<file path="src/design/nfbia_pkg.sv">
// shared command and status codes for the next-fit id allocator
`default_nettype none

package nfbia_pkg;

  localparam int unsigned CMD_W    = 2;
  localparam int unsigned ID_W     = 8;
  localparam int unsigned STATUS_W = 2;
  localparam int unsigned SLOT_W   = 6;

  typedef enum logic [CMD_W-1:0] {
    CMD_ALLOC   = 2'd0,
    CMD_RELEASE = 2'd1,
    CMD_CLEAR   = 2'd2,
    CMD_QUERY   = 2'd3
  } cmd_t;

  typedef enum logic [STATUS_W-1:0] {
    ST_OK       = 2'd0,
    ST_FULL     = 2'd1,
    ST_RANGE    = 2'd2,
    ST_NOTALLOC = 2'd3
  } status_t;

endpackage

`default_nettype wire

</file>
<file path="src/design/next_fit_bitmap_id_allocator.sv">
// next-fit bitmap id allocator: input register, one-pass command logic, result register
//
//  channel   ports                                  handshake
//  --------  -------------------------------------  -------------------------------
//  command   start, busy, cmd, id_in                beat taken when start && !busy
//  result    done, status, id_out, active,          beat shown for one cycle while
//            slot_index                             done is high, cannot be held off
//
// a command is registered at acceptance in the input register, and its result is
// registered in the result register, where done goes high
// one command can be taken every cycle while busy is low: the bitmap and search start
// are updated in the same cycle as the result register, so the next command sees them
// the free-slot search is a rotated priority encoder over the NUM_IDS-bit map
// busy is high for one cycle after each reset cycle; reset empties the map
// there is no backpressure on results
`default_nettype none

module next_fit_bitmap_id_allocator #(
  parameter int unsigned NUM_IDS = 8,
  parameter int unsigned ID_BASE = 2
) (
  input  wire logic                           clk,
  input  wire logic                           rst,
  input  wire logic                           start,
  output logic                                busy,
  input  wire logic [nfbia_pkg::CMD_W-1:0]    cmd,
  input  wire logic [nfbia_pkg::ID_W-1:0]     id_in,
  output logic                                done,
  output logic [nfbia_pkg::STATUS_W-1:0]      status,
  output logic [nfbia_pkg::ID_W-1:0]          id_out,
  output logic                                active,
  output logic [nfbia_pkg::SLOT_W-1:0]        slot_index
);

  localparam int unsigned SW   = (NUM_IDS > 1) ? $clog2(NUM_IDS) : 1;
  localparam int unsigned OFFW = nfbia_pkg::ID_W + 1;
  localparam logic [OFFW-1:0] BASE_X  = OFFW'(ID_BASE);
  localparam logic [OFFW-1:0] LIMIT_X = OFFW'(ID_BASE + NUM_IDS);

  // lowest set bit of a slot vector
  function automatic logic [SW-1:0] lowest_set(input logic [NUM_IDS-1:0] v);
    logic [SW-1:0] idx;
    idx = '0;
    for (int i = NUM_IDS - 1; i >= 0; i--) begin
      if (v[i]) idx = SW'(i);
    end
    return idx;
  endfunction

  logic                   in_valid;
  nfbia_pkg::cmd_t        cmd_q;
  logic [nfbia_pkg::ID_W-1:0] id_q;

  logic [NUM_IDS-1:0]     used_map;
  logic [NUM_IDS-1:0]     used_map_next;
  logic [SW-1:0]          search_start;
  logic [SW-1:0]          search_start_next;

  logic [NUM_IDS-1:0]     free_map;
  logic [NUM_IDS-1:0]     upper_free;
  logic [SW-1:0]          pick;
  logic [OFFW-1:0]        id_x;
  logic [OFFW-1:0]        id_off;
  logic                   in_range;
  logic [SW-1:0]          id_slot;
  logic                   id_used;

  nfbia_pkg::status_t     status_next;
  logic [nfbia_pkg::ID_W-1:0] id_out_next;
  logic                   active_next;
  logic [SW-1:0]          slot_next;

  always_ff @(posedge clk) begin
    busy <= rst;
    if (rst) begin
      in_valid <= 1'b0;
    end else begin
      in_valid <= start && !busy;
    end
    if (start && !busy) begin
      cmd_q <= nfbia_pkg::cmd_t'(cmd);
      id_q  <= id_in;
    end
  end

  // search window: free slots at or above the search start, else wrap
  assign free_map   = ~used_map;
  assign upper_free = free_map & ({NUM_IDS{1'b1}} << search_start);
  assign pick       = (|upper_free) ? lowest_set(upper_free) : lowest_set(free_map);

  assign id_x     = {1'b0, id_q};
  assign in_range = (id_x >= BASE_X) && (id_x < LIMIT_X);
  assign id_off   = id_x - BASE_X;
  assign id_slot  = id_off[SW-1:0];
  assign id_used  = used_map[id_slot];

  always_comb begin
    used_map_next     = used_map;
    search_start_next = search_start;
    status_next       = nfbia_pkg::ST_OK;
    id_out_next       = '0;
    active_next       = 1'b0;
    slot_next         = '0;
    unique case (cmd_q)
      nfbia_pkg::CMD_ALLOC: begin
        if (|free_map) begin
          used_map_next[pick] = 1'b1;
          search_start_next   = pick;
          slot_next           = pick;
          id_out_next         = nfbia_pkg::ID_W'(ID_BASE) + nfbia_pkg::ID_W'(pick);
        end else begin
          status_next = nfbia_pkg::ST_FULL;
        end
      end
      nfbia_pkg::CMD_CLEAR: begin
        used_map_next     = '0;
        search_start_next = '0;
      end
      nfbia_pkg::CMD_RELEASE: begin
        if (!in_range) begin
          status_next = nfbia_pkg::ST_RANGE;
        end else begin
          slot_next = id_slot;
          if (id_used) used_map_next[id_slot] = 1'b0;
          else         status_next = nfbia_pkg::ST_NOTALLOC;
        end
      end
      nfbia_pkg::CMD_QUERY: begin
        if (!in_range) begin
          status_next = nfbia_pkg::ST_RANGE;
        end else begin
          slot_next   = id_slot;
          active_next = id_used;
        end
      end
      default: begin
        status_next = nfbia_pkg::ST_OK;
      end
    endcase
  end

  always_ff @(posedge clk) begin
    if (rst) begin
      used_map     <= '0;
      search_start <= '0;
      done         <= 1'b0;
    end else begin
      done <= in_valid;
      if (in_valid) begin
        used_map     <= used_map_next;
        search_start <= search_start_next;
      end
    end
    if (in_valid) begin
      status     <= status_next;
      id_out     <= id_out_next;
      active     <= active_next;
      slot_index <= nfbia_pkg::SLOT_W'(slot_next);
    end
  end

  // every accepted beat gives exactly one result, through the input and result registers
  a_result_follows: assert property (@(posedge clk) disable iff (rst)
    (start && !busy) |=> ##1 done)
    else $error("accepted command gave no result");

  // a full report only when every slot is taken
  a_full_means_full: assert property (@(posedge clk) disable iff (rst)
    (done && status == nfbia_pkg::ST_FULL) |-> (&used_map))
    else $error("full reported with a free slot");

  // an active query is always reported ok
  a_active_ok: assert property (@(posedge clk) disable iff (rst)
    (done && active) |-> (status == nfbia_pkg::ST_OK))
    else $error("active set on a failed command");

  // search start stays inside the map
  a_start_range: assert property (@(posedge clk) disable iff (rst)
    (32'(search_start) < NUM_IDS))
    else $error("search start beyond the map");

endmodule

`default_nettype wire

</file>
<file path="config.mk">
export PLATFORM = sky130hd
export DESIGN_NAME = next_fit_bitmap_id_allocator
export DESIGN_NICKNAME = d
export VERILOG_FILES = /design/src/design/nfbia_pkg.sv /design/src/design/next_fit_bitmap_id_allocator.sv
export SDC_FILE = /design/constraint.sdc
export NUM_CORES = 1
export LEC_CHECK = 0
export ABC_AREA = 1
export BUFFER_PORTS_ARGS = -buffer_cell sky130_fd_sc_hd__buf_4
export CORE_MARGIN = 3
export CORE_UTILIZATION = 58
export CTS_BUF_LIST = sky130_fd_sc_hd__clkbuf_4
export CTS_CLUSTER_SIZE = 14
export DETAILED_ROUTE_END_ITERATION = 8
export PLACE_DENSITY = 0.82
export SLEW_MARGIN = 20
export SYNTH_ARGS = -nofsm -noshare
export SYNTH_HDL_FRONTEND = slang
export SYNTH_SLANG_ARGS = --single-unit
</file>
<file path="constraint.sdc">
create_clock -name clk -period 2.24 [get_ports clk]
set_input_delay 0.448 -clock clk [delete_from_list [all_inputs] [get_ports clk]]
set_output_delay 0.448 -clock clk [all_outputs]
set_load 0.01 [all_outputs]
</file>
Yosys cells after proc, flatten, opt, wreduce, memory -nomap -nowiden
Cells that the tools add are included.

word-level totals
  flip-flop bits (word level) = 38
  word-level logic and storage cells = 83

operators by class
  reduce and logical (&&, ||, !) cells = 15
  bitwise logic cells = 5
  add/sub/neg operators = 2
  $lt $le $gt $ge = 6
  shift operators = 1
  eq/ne operators = 6
  muxes and demuxes = 37

operator list
  kind                                                                number
  two-way mux 3 bit                                                   20
  two-way mux 8 bit                                                   3
  case mux 8 bit (3 select lines)                                     1
  AND 8 bit                                                           2
  NOT 8 bit                                                           2
  OR reduction 8 bit                                                  2
  case mux 3 bit (2 select lines)                                     2
  greater-or-equal comparator 8 x 2 -> 1 bit (second input constant)  1
  < comparator 3 x 4 -> 1 bit (second input constant)                 2
  < comparator 8 x 4 -> 1 bit (second input constant)                 1
  bitwise OR 8 bit                                                    1
  << shifter 8 x 3 -> 8 bit (first input constant)                    1
  demux 1 bit (select 3 bit)                                          2
  greater-or-equal comparator 3 x 1 -> 1 bit (second input constant)  2
  two-way mux 2 bit                                                   3
  inequality test 2 bit (second input constant)                       3
  case mux 2 bit (3 select lines)                                     1
  AND reduction 5 bit                                                 1
  adder 2 x 3 -> 4 bit (first input constant)                         1
  == test 2 bit (second input constant)                               2
  logical AND 1 bit                                                   4
  two-way mux 1 bit                                                   4
  AND reduction 2 bit                                                 2
  binary-select mux 1 bit (select 3 bit)                              1
  8 further kinds                                                     8

Depth between registers and ports, before layout
Gate-level depths: netlist of run 1.

  depth in word-level cells = 18
  depth in mapped cells = 14

Least setup slack after synthesis of run 1
No wires, ideal clock.

  kind = flip-flop to flip-flop
  start point = reg search_start[1]
  end point = reg id_out[2] (netlist bit) (data pin)
  required time = 1.987 ns
  library setup time = 0.253 ns
  arrival time = 1.460 ns
  stages on the path, launching flop included = 11
  slack = 0.528 ns
  clock period less this slack = 1.712 ns
  cell sequence = dfxtp_1 > inv_2 > o21ai_2 > and2_4 > nand2_2 > nor2_4 > nand3b_1 > nand2_2 > inv_1 > ha_1 > nor2_1

between the ends
  longest elaborated chain between the ends = 12
  elaborated cells on any way between the ends = 13

RTL lines
  element                          RTL line                             text
  start, declared                  next_fit_bitmap_id_allocator.sv:56   logic [SW-1:0] search_start;
  start signal, assigned           next_fit_bitmap_id_allocator.sv:151  search_start <= search_start_next;
  << shifter 8 x 3 -> 8 bit *      next_fit_bitmap_id_allocator.sv:88   assign upper_free = free_map & ({NUM_IDS{1'b1}} << search_start);
  AND 8 bit *                      next_fit_bitmap_id_allocator.sv:88
  two-way mux 3 bit (8 in series)  next_fit_bitmap_id_allocator.sv:45   if (v[i]) idx = SW'(i);
  two-way mux 3 bit *              next_fit_bitmap_id_allocator.sv:89   assign pick = (|upper_free) ? lowest_set(upper_free) : lowest_set(free_map);
  adder 2 x 3 -> 4 bit *           next_fit_bitmap_id_allocator.sv:110  id_out_next = nfbia_pkg::ID_W'(ID_BASE) + nfbia_pkg::ID_W'(pick);
  end signal, assigned             next_fit_bitmap_id_allocator.sv:156  id_out <= id_out_next;
  end, declared                    next_fit_bitmap_id_allocator.sv:30   output logic [nfbia_pkg::ID_W-1:0] id_out,

Mark *: on every way between the ends. The rest lies on a longest branch, timed or not.
A chain may end at the register's enable or synchronous reset.

Final worst setup path of run 1
  start point = reg search_start[1]
  end point = reg used_map[6]

between the ends
  longest elaborated chain between the ends = 18
  elaborated cells on any way between the ends = 20

RTL lines
  element                                                                                                                 RTL line                             text
  << shifter 8 x 3 -> 8 bit *                                                                                             next_fit_bitmap_id_allocator.sv:88
  AND 8 bit *                                                                                                             next_fit_bitmap_id_allocator.sv:88
  two-way mux 3 bit (8 in series)                                                                                         next_fit_bitmap_id_allocator.sv:45
  two-way mux 3 bit *                                                                                                     next_fit_bitmap_id_allocator.sv:89
  < comparator 3 x 4 -> 1 bit (not written as such) / greater-or-equal comparator 3 x 1 -> 1 bit (equally long branches)  next_fit_bitmap_id_allocator.sv:107  used_map_next[pick] = 1'b1;
  logical AND 1 bit (not written as such)                                                                                 next_fit_bitmap_id_allocator.sv:107
  two-way mux 1 bit (not written as such)                                                                                 next_fit_bitmap_id_allocator.sv:107
  demux 1 bit (select 3 bit) *                                                                                            next_fit_bitmap_id_allocator.sv:107
  bitwise OR 8 bit (no source line) *                                                                                     n/a
  two-way mux 8 bit *                                                                                                     next_fit_bitmap_id_allocator.sv:106  if (|free_map) begin
  case mux 8 bit (3 select lines) *                                                                                       next_fit_bitmap_id_allocator.sv:104  unique case (cmd_q)
  end signal, assigned                                                                                                    next_fit_bitmap_id_allocator.sv:150  used_map <= used_map_next;
  end, declared                                                                                                           next_fit_bitmap_id_allocator.sv:54   logic [NUM_IDS-1:0] used_map;

Mark *: on every way between the ends. The rest lies on a longest branch, timed or not. The select of a mux whose other input is x is not followed.

==> impl_results.md, run 1 <==
- Hold Path Class: input port to flop
- GP Congestion: 0.898
- First drt pass iteration count: 4
- Final Hold Fails: 0
- CP Class: flop to flop
- Setup Buffers After CTS: 0
- Max cap viols: 0
- H-tree Lvls: 2
- Post-detail-place hpwl: 3000 um
- CTS tree: yes
- Unrepaired setup endpoints after global routing: false
- Max stage delay on crit path: 0.44 ns
- Netlist cell types: 31
- Skew-Pair Late Insertion Delay: 0.32 ns
- Number of antenna diodes: 0
- Layout cells sized above 1: 19.6%
- Synth area leaders: edfxtp_1, dfxtp_1, nand2_1
- Outcome: finished, final reports clean
- Total power: 1120 uW
- WP data required: 2.50 ns
- Clk network pwr share: 28.4%
- Routed WL per cell: 11.8 um
- # rows: 20
- Cell taking the most area after synthesis: edfxtp_1
- Yosys warnings: 0
- Sequential area share after synthesis: 43.8%
- CP max stage cell: dfxtp_1
- FMAX: 510 MHz
- Area Overhead vs Synth: 12.3%
- Final Setup Violations: 0
- Net switching power: 265 uW
- Internal power: 851 uW
- CTS Buf Count: 5
- Cells after synthesis: 253
- Worst Skew: 0.00628 ns
- Sw Ratio: 23.7%
- Grt ovf: 0
- Top delay family on crit path: simple AND/OR/NAND/NOR gates
- Chip Height: 64.9 um
- DRT iter0 DRCs: 84
- Fin crit share: 87.6%
- Nets@finish: 306
- Mean Syn Cell Area: 7.96 sq um
- Initial Utilization: 63.3%
- Cts repair resizes: 0
- Reg power frac: 61.6%
- Clk buf depth: 2
- Pwr dens: 494 mW/mm^2
- Vias in the first global route: 1518
- Synth top area share: 29.8%
- CP startpoint kind: flop
- Vias: 1671
- Buffers plus inverters on the worst setup path: 1
- Critical path endpoint category: flop
- Top Ports: 32
- TNS Setup: 0 ns
- Critical-path cell list: inv_2 > o21ai_2 > and2_4 > nand2_2 > nor2_4 > nand3b_1 > nand2_2 > ha_1 > nand2_1 > nor2_1 > nand3_1 > a21oi_1
- Worst vdd ir: 438 uV
- Full die area: 0.00421 sq mm
- GRT Total Usage: 20.0%
- Core Area: 0.00318 sq mm
- Port bufs: 24
- Final ANT Viol Nets: 0
- Combinational power share: 10.0%
- First-pass GRT wire length: 6530 um
- Worst Path Arrival: 2.22 ns
- Initial antenna violation count: 0
- Synthesized area: 0.00201 sq mm
- Critical-path maximum fanout: 6
- Die extent in x: 64.9 um
- Clk root buf: clkbuf_4
- Fin. max-slew vios: 0
- Clk pin slew, worst setup/hold paths: 0.10 ns
- Synthesized flop and latch total: 34
- Final wirelength: 3850 um
- Lkg Pwr: 0.000954 uW
- Post-CTS Hold Buffers: 0
- DRC Markers: 0
- Worst path most repeated cell: nand2_2
- Period minus WS final: 1.96 ns
- Routed vias/inst: 5.14
- Largest net degree at the start of global routing: 14
- Clock Sinks: 34
## stage by stage
stage | instance area [sq um] | hold WS [ns] | setup WS, ns | cells | utilization [%]
finish | 2260 | 0.295 | 0.278 | 325 | 71.1
global route | 2260 | 0.275 | 0.0639 | 325 | 71.1
CTS | 2260 | 0.288 | 0.299 | 325 | 71.1
detailed placement | 2210 | 0.442 | 0.315 | 317 | 69.4
global placement | 2210 | 0.441 | 0.387 | 317 | 69.4
floorplan | 2040 | 0.476 | 0.528 | 259 | -
## routing by layer
metal  wire, um  GRT usage [%]
met1       1680           26.4
met2       1830           32.1
met3        296           4.85
met4         44           6.86
met5          0              0
## flip-flops by register name, summed over array words and instances (netlist names)
register and flops:
status 2, busy 1, done 1, slot_index 3, in_valid 1, id_q 8
search_start 3, used_map 8, active 1, id_out 4, cmd_q 2
## power by group through the flow
stage / combinational [uW] / sequential (uW) / clock, uW
2_1_floorplan: 75.4 / 704 / 0
3_3_place_gp: 108 / 701 / 0
3_5_place_dp: 111 / 702 / 0
4_1_cts: 111 / 687 / 324
5_1_grt: 126 / 689 / 351
6_report: 111 / 687 / 317
## final timing paths
path         slack, ns                          from  cells past startpoint                       end
max               0.28  search_start[1]$_SDFFE_PP0P_                     12  used_map[6]$_SDFFE_PP0P_
max reg2reg       0.28  search_start[1]$_SDFFE_PP0P_                     12  used_map[6]$_SDFFE_PP0P_
min               0.30                        cmd[0]                      1        cmd_q[0]$_DFFE_PP_
min reg2reg       0.46                  busy$_DFF_P_                      1       in_valid$_SDFF_PP0_
## area by class of cell
type | instances | area, sq um
clock buffer | 6 | 45.0
clock inverter | 2 | 8.76
fill | 262 | 917
inverter | 33 | 126
multi-input combinational | 180 | 950
sequential | 34 | 881
tap | 44 | 55.1
timing repair buffer | 26 | 195
## layout by cell type (no fill, tap or decap), types with 3 or more instances in the layout
| cell | netlist | final |
|---|---|---|
| buf_4 | 9 | 26 |
| a21oi_1 | 19 | 19 |
| a21oi_2 | 3 | 3 |
| clkbuf_4 | 0 | 6 |
| inv_1 | 26 | 26 |
| nand2_1 | 65 | 65 |
| edfxtp_1 | 20 | 20 |
| o21ai_1 | 8 | 8 |
| conb_1 | 1 | 7 |
| ha_1 | 13 | 13 |
| o21ai_0 | 10 | 10 |
| nand3_1 | 16 | 16 |
| inv_2 | 6 | 6 |
| dfxtp_1 | 14 | 14 |
| nor2_1 | 21 | 21 |
| nand2_2 | 4 | 4 |
## cell families after synthesis
family	Yosys count	synth area share, %
adders and majority gates	13	8.08
DFF	34	43.8
AOI/OAI and AO/OA	42	11.4
other	1	0.186
and+or+nand+nor	118	26.4
buffers and inverters	45	10.2
## synth_stat cells
library cell	n
a21oi_1	19
a21oi_2	3
a31o_2	1
and2_1	1
and2_4	1
buf_4	9
clkbuf_1	3
conb_1	1
dfxtp_1	14
edfxtp_1	20
ha_1	13
inv_1	26
inv_2	6
inv_4	1
nand2_1	65
nand2_2	4
nand2_4	1
nand3_1	16
nand3_2	1
nand3_4	1
nand3b_1	1
nand4_1	1
nor2_1	21
nor2_2	1
nor2_4	1
nor3_1	1
nor3b_1	1
o21ai_0	10
o21ai_1	8
o21ai_2	1
or2_1	1
Note: power is estimated with default switching activity, not from simulation.
==> inputs of run 2 (changes only) <==
--- a/config.mk
+++ b/config.mk
@@ -7,7 +7,7 @@
 export LEC_CHECK = 0
 export ABC_AREA = 1
 export BUFFER_PORTS_ARGS = -buffer_cell sky130_fd_sc_hd__buf_4
-export CORE_MARGIN = 3
+export CORE_MARGIN = 10
 export CORE_UTILIZATION = 58
 export CTS_BUF_LIST = sky130_fd_sc_hd__clkbuf_4
 export CTS_CLUSTER_SIZE = 14
==> run 2 against run 1 <==
Against the previous run: power rose by 23%; critical path type unchanged; non-clock buffer count did not move; cell area rose by 2.4%; critical endpoint unchanged.
==> impl_results.md, run 2 (synthesized netlist as in run 1, its figures left out) <==
- Largest net degree at the start of global routing: 14 (unchanged)
- Nets@finish: 306 (unchanged)
- Final Setup Violations: 0 (unchanged)
- Combinational power share: 8.2% (-1.8 points)
- Worst Path Arrival: 2.27 ns (+0.05 ns)
- Clk buf depth: 2 (unchanged)
- Final ANT Viol Nets: 0 (unchanged)
- Internal power: 1070 uW (+26%)
- CP startpoint kind: flop
- Port bufs: 24 (unchanged)
- Layout cells sized above 1: 20.3% (+0.71 points)
- Largest regs: id_q (8), used_map (8), id_out (4)
- Initial Utilization: 60.3% (-3.0 points)
- Unrepaired setup endpoints after global routing: false
- Most frequent cells in the layout: nand2_1, buf_4, inv_1, nor2_1, edfxtp_1
- Clk pin slew, worst setup/hold paths: 0.11 ns (about the same)
- Vias in the first global route: 1623 (+6.9%)
- WP data required: 2.53 ns (+0.03 ns)
- DRC Markers: 0 (unchanged)
- Clock Sinks: 34 (unchanged)
- Fin crit share: 88.2% (+0.60 points)
- Metal3 WL: 324 um (+9.5%)
- Outcome: finished, final reports clean
- CTS tree: yes
- Reg power frac: 50.0% (-12 points)
- First drt pass iteration count: 4 (unchanged)
- H-tree Lvls: 2 (unchanged)
- Final core occ: 69.4% (-1.7 points)
- Skew-Pair Late Insertion Delay: 0.35 ns (+0.03 ns)
- Pwr dens: 594 mW/mm^2 (+20%)
- Number of antenna diodes: 0 (unchanged)
- Commonest non-fill, non-tap cell in the layout: nand2_1
- Fillers: 266 (+1.5%)
- Total power: 1370 uW (+23%)
- # rows: 21 (+5.0%)
- Post-CTS Hold Buffers: 0 (unchanged)
- Hold Path Class: input port to flop
- Initial antenna violation count: 0 (unchanged)
- Full die area: 0.00623 sq mm (+48%)
- Lkg Pwr: 0.000975 uW (+2.2%)
- Core Area: 0.00334 sq mm (+5.0%)
- Period minus WS final: 1.97 ns (+0.0134 ns)
- Fin. max-slew vios: 0 (unchanged)
- First-pass GRT wire length: 7380 um (+13%)
- Cell total after placement: 319 (+0.63%)
- Area Overhead vs Synth: 15.0%
- CP Class: flop to flop
- Net switching power: 304 uW (+15%)
- Max cap viols: 0 (unchanged)
- GP Congestion: 0.916 (+2.0%)
- TNS Setup: 0 ns (unchanged)
- Vias: 1669 (-0.12%)
- Multi-input logic area: 950 sq um (unchanged)
- Sw Ratio: 22.1% (-1.6 points)
- Final wirelength: 4300 um (+12%)
- Worst Skew: 0.00713 ns (+0.000847 ns)
- Routed vias/inst: 5.10 (-0.73%)
- Top Ports: 32 (unchanged)
- Critical path endpoint category: flop
- Final Hold Fails: 0 (unchanged)
- Post-detail-place hpwl: 3330 um (+11%)
- Grt ovf: 0 (unchanged)
- Final non-filler cell total: 327 (+0.62%)
- Routed WL per cell: 13.1 um (+11%)
- DRT iter0 DRCs: 120 (+43%)
- Max layer used: met4
- Seq. cell area: 881 sq um (unchanged)
- Cts repair resizes: 0 (unchanged)
- Clk network pwr share: 41.8% (+13 points)
- M1 WL: 1810 um (+7.3%)
- Met2 WL: 2100 um (+15%)
- Chip Height: 78.9 um (+22%)
- Clk root buf: clkbuf_4
- Setup Buffers After CTS: 0 (unchanged)
- GRT Total Usage: 14.6% (-5.5 points)
- Worst vdd ir: 394 uV (-10%)
- Die extent in x: 78.9 um (+22%)
- Critical-path maximum fanout: 6 (unchanged)
- CTS Buf Count: 5 (unchanged)
- FMAX: 506 MHz (-0.68%)
run 2: changes by cell type in the layout (fill, tap and decap cells not counted), sizes merged:
cell    delta
clkinv     -1
bufinv     +2
clkbuf     -1
run 2: critical path, cell delays in order, from the launching register on:
cell and delay (ns):
dfxtp_1 0.46, nand2_1 0.08, nand3_1 0.08, and2_1 0.17, nand2_2 0.09, nor2_4 0.16
nand3b_1 0.11, nand2_2 0.13, ha_1 0.20, nand2_1 0.07, nor2_1 0.14, nand3_1 0.09
a21oi_1 0.13
run 2: layout make-up:
| cell class | instances | area share, % |
|---|---|---|
| well taps | 46 | 2.49 |
| clock buffers | 5 | 1.62 |
| inverters | 33 | 5.46 |
| multi-input cells | 180 | 41.0 |
| flip-flops and latches | 34 | 38.0 |
| repair buffers | 26 | 8.43 |
| clock inverters | 3 | 2.97 |
run 2: final timing paths:
check / startpoint / end / slack (ns) / cells past startpoint
min: cmd[0] / cmd_q[0]$_DFFE_PP_ / 0.26 / 1
min reg2reg: busy$_DFF_P_ / in_valid$_SDFF_PP0_ / 0.47 / 1
max reg2reg: search_start[1]$_SDFFE_PP0P_ / used_map[6]$_SDFFE_PP0P_ / 0.27 / 12
max: search_start[1]$_SDFFE_PP0P_ / used_map[6]$_SDFFE_PP0P_ / 0.27 / 12
run 2: power by group through the flow:
| stage | Combinational (uW) | Clock, uW | Sequential (uW) |
|---|---|---|---|
| after detailed placement | 111 | 0 | 702 |
| final | 112 | 574 | 688 |
| after global routing | 128 | 612 | 690 |
| after CTS | 112 | 572 | 688 |
| after global placement | 109 | 0 | 701 |
| after floorplan | 75.4 | 0 | 704 |
run 2: through the flow:
stage	area [sq um]	worst slack (ns)	hold slack, ns
2_1_floorplan	2040	0.528	0.476
3_3_place_gp	2210	0.353	0.442
3_5_place_dp	2210	0.293	0.451
4_1_cts	2320	0.274	0.266
5_1_grt	2320	0.0664	0.239
6_report	2320	0.265	0.263
run 2: per-layer routing:
| layer | track usage, % | vias up |
|---|---|---|
| li1 | - | 860 |
| met1 | 17.2 | 753 |
| met2 | 23.8 | 48 |
| met3 | 5.18 | 8 |
| met4 | 5.38 | 0 |
| met5 | 0 | - |
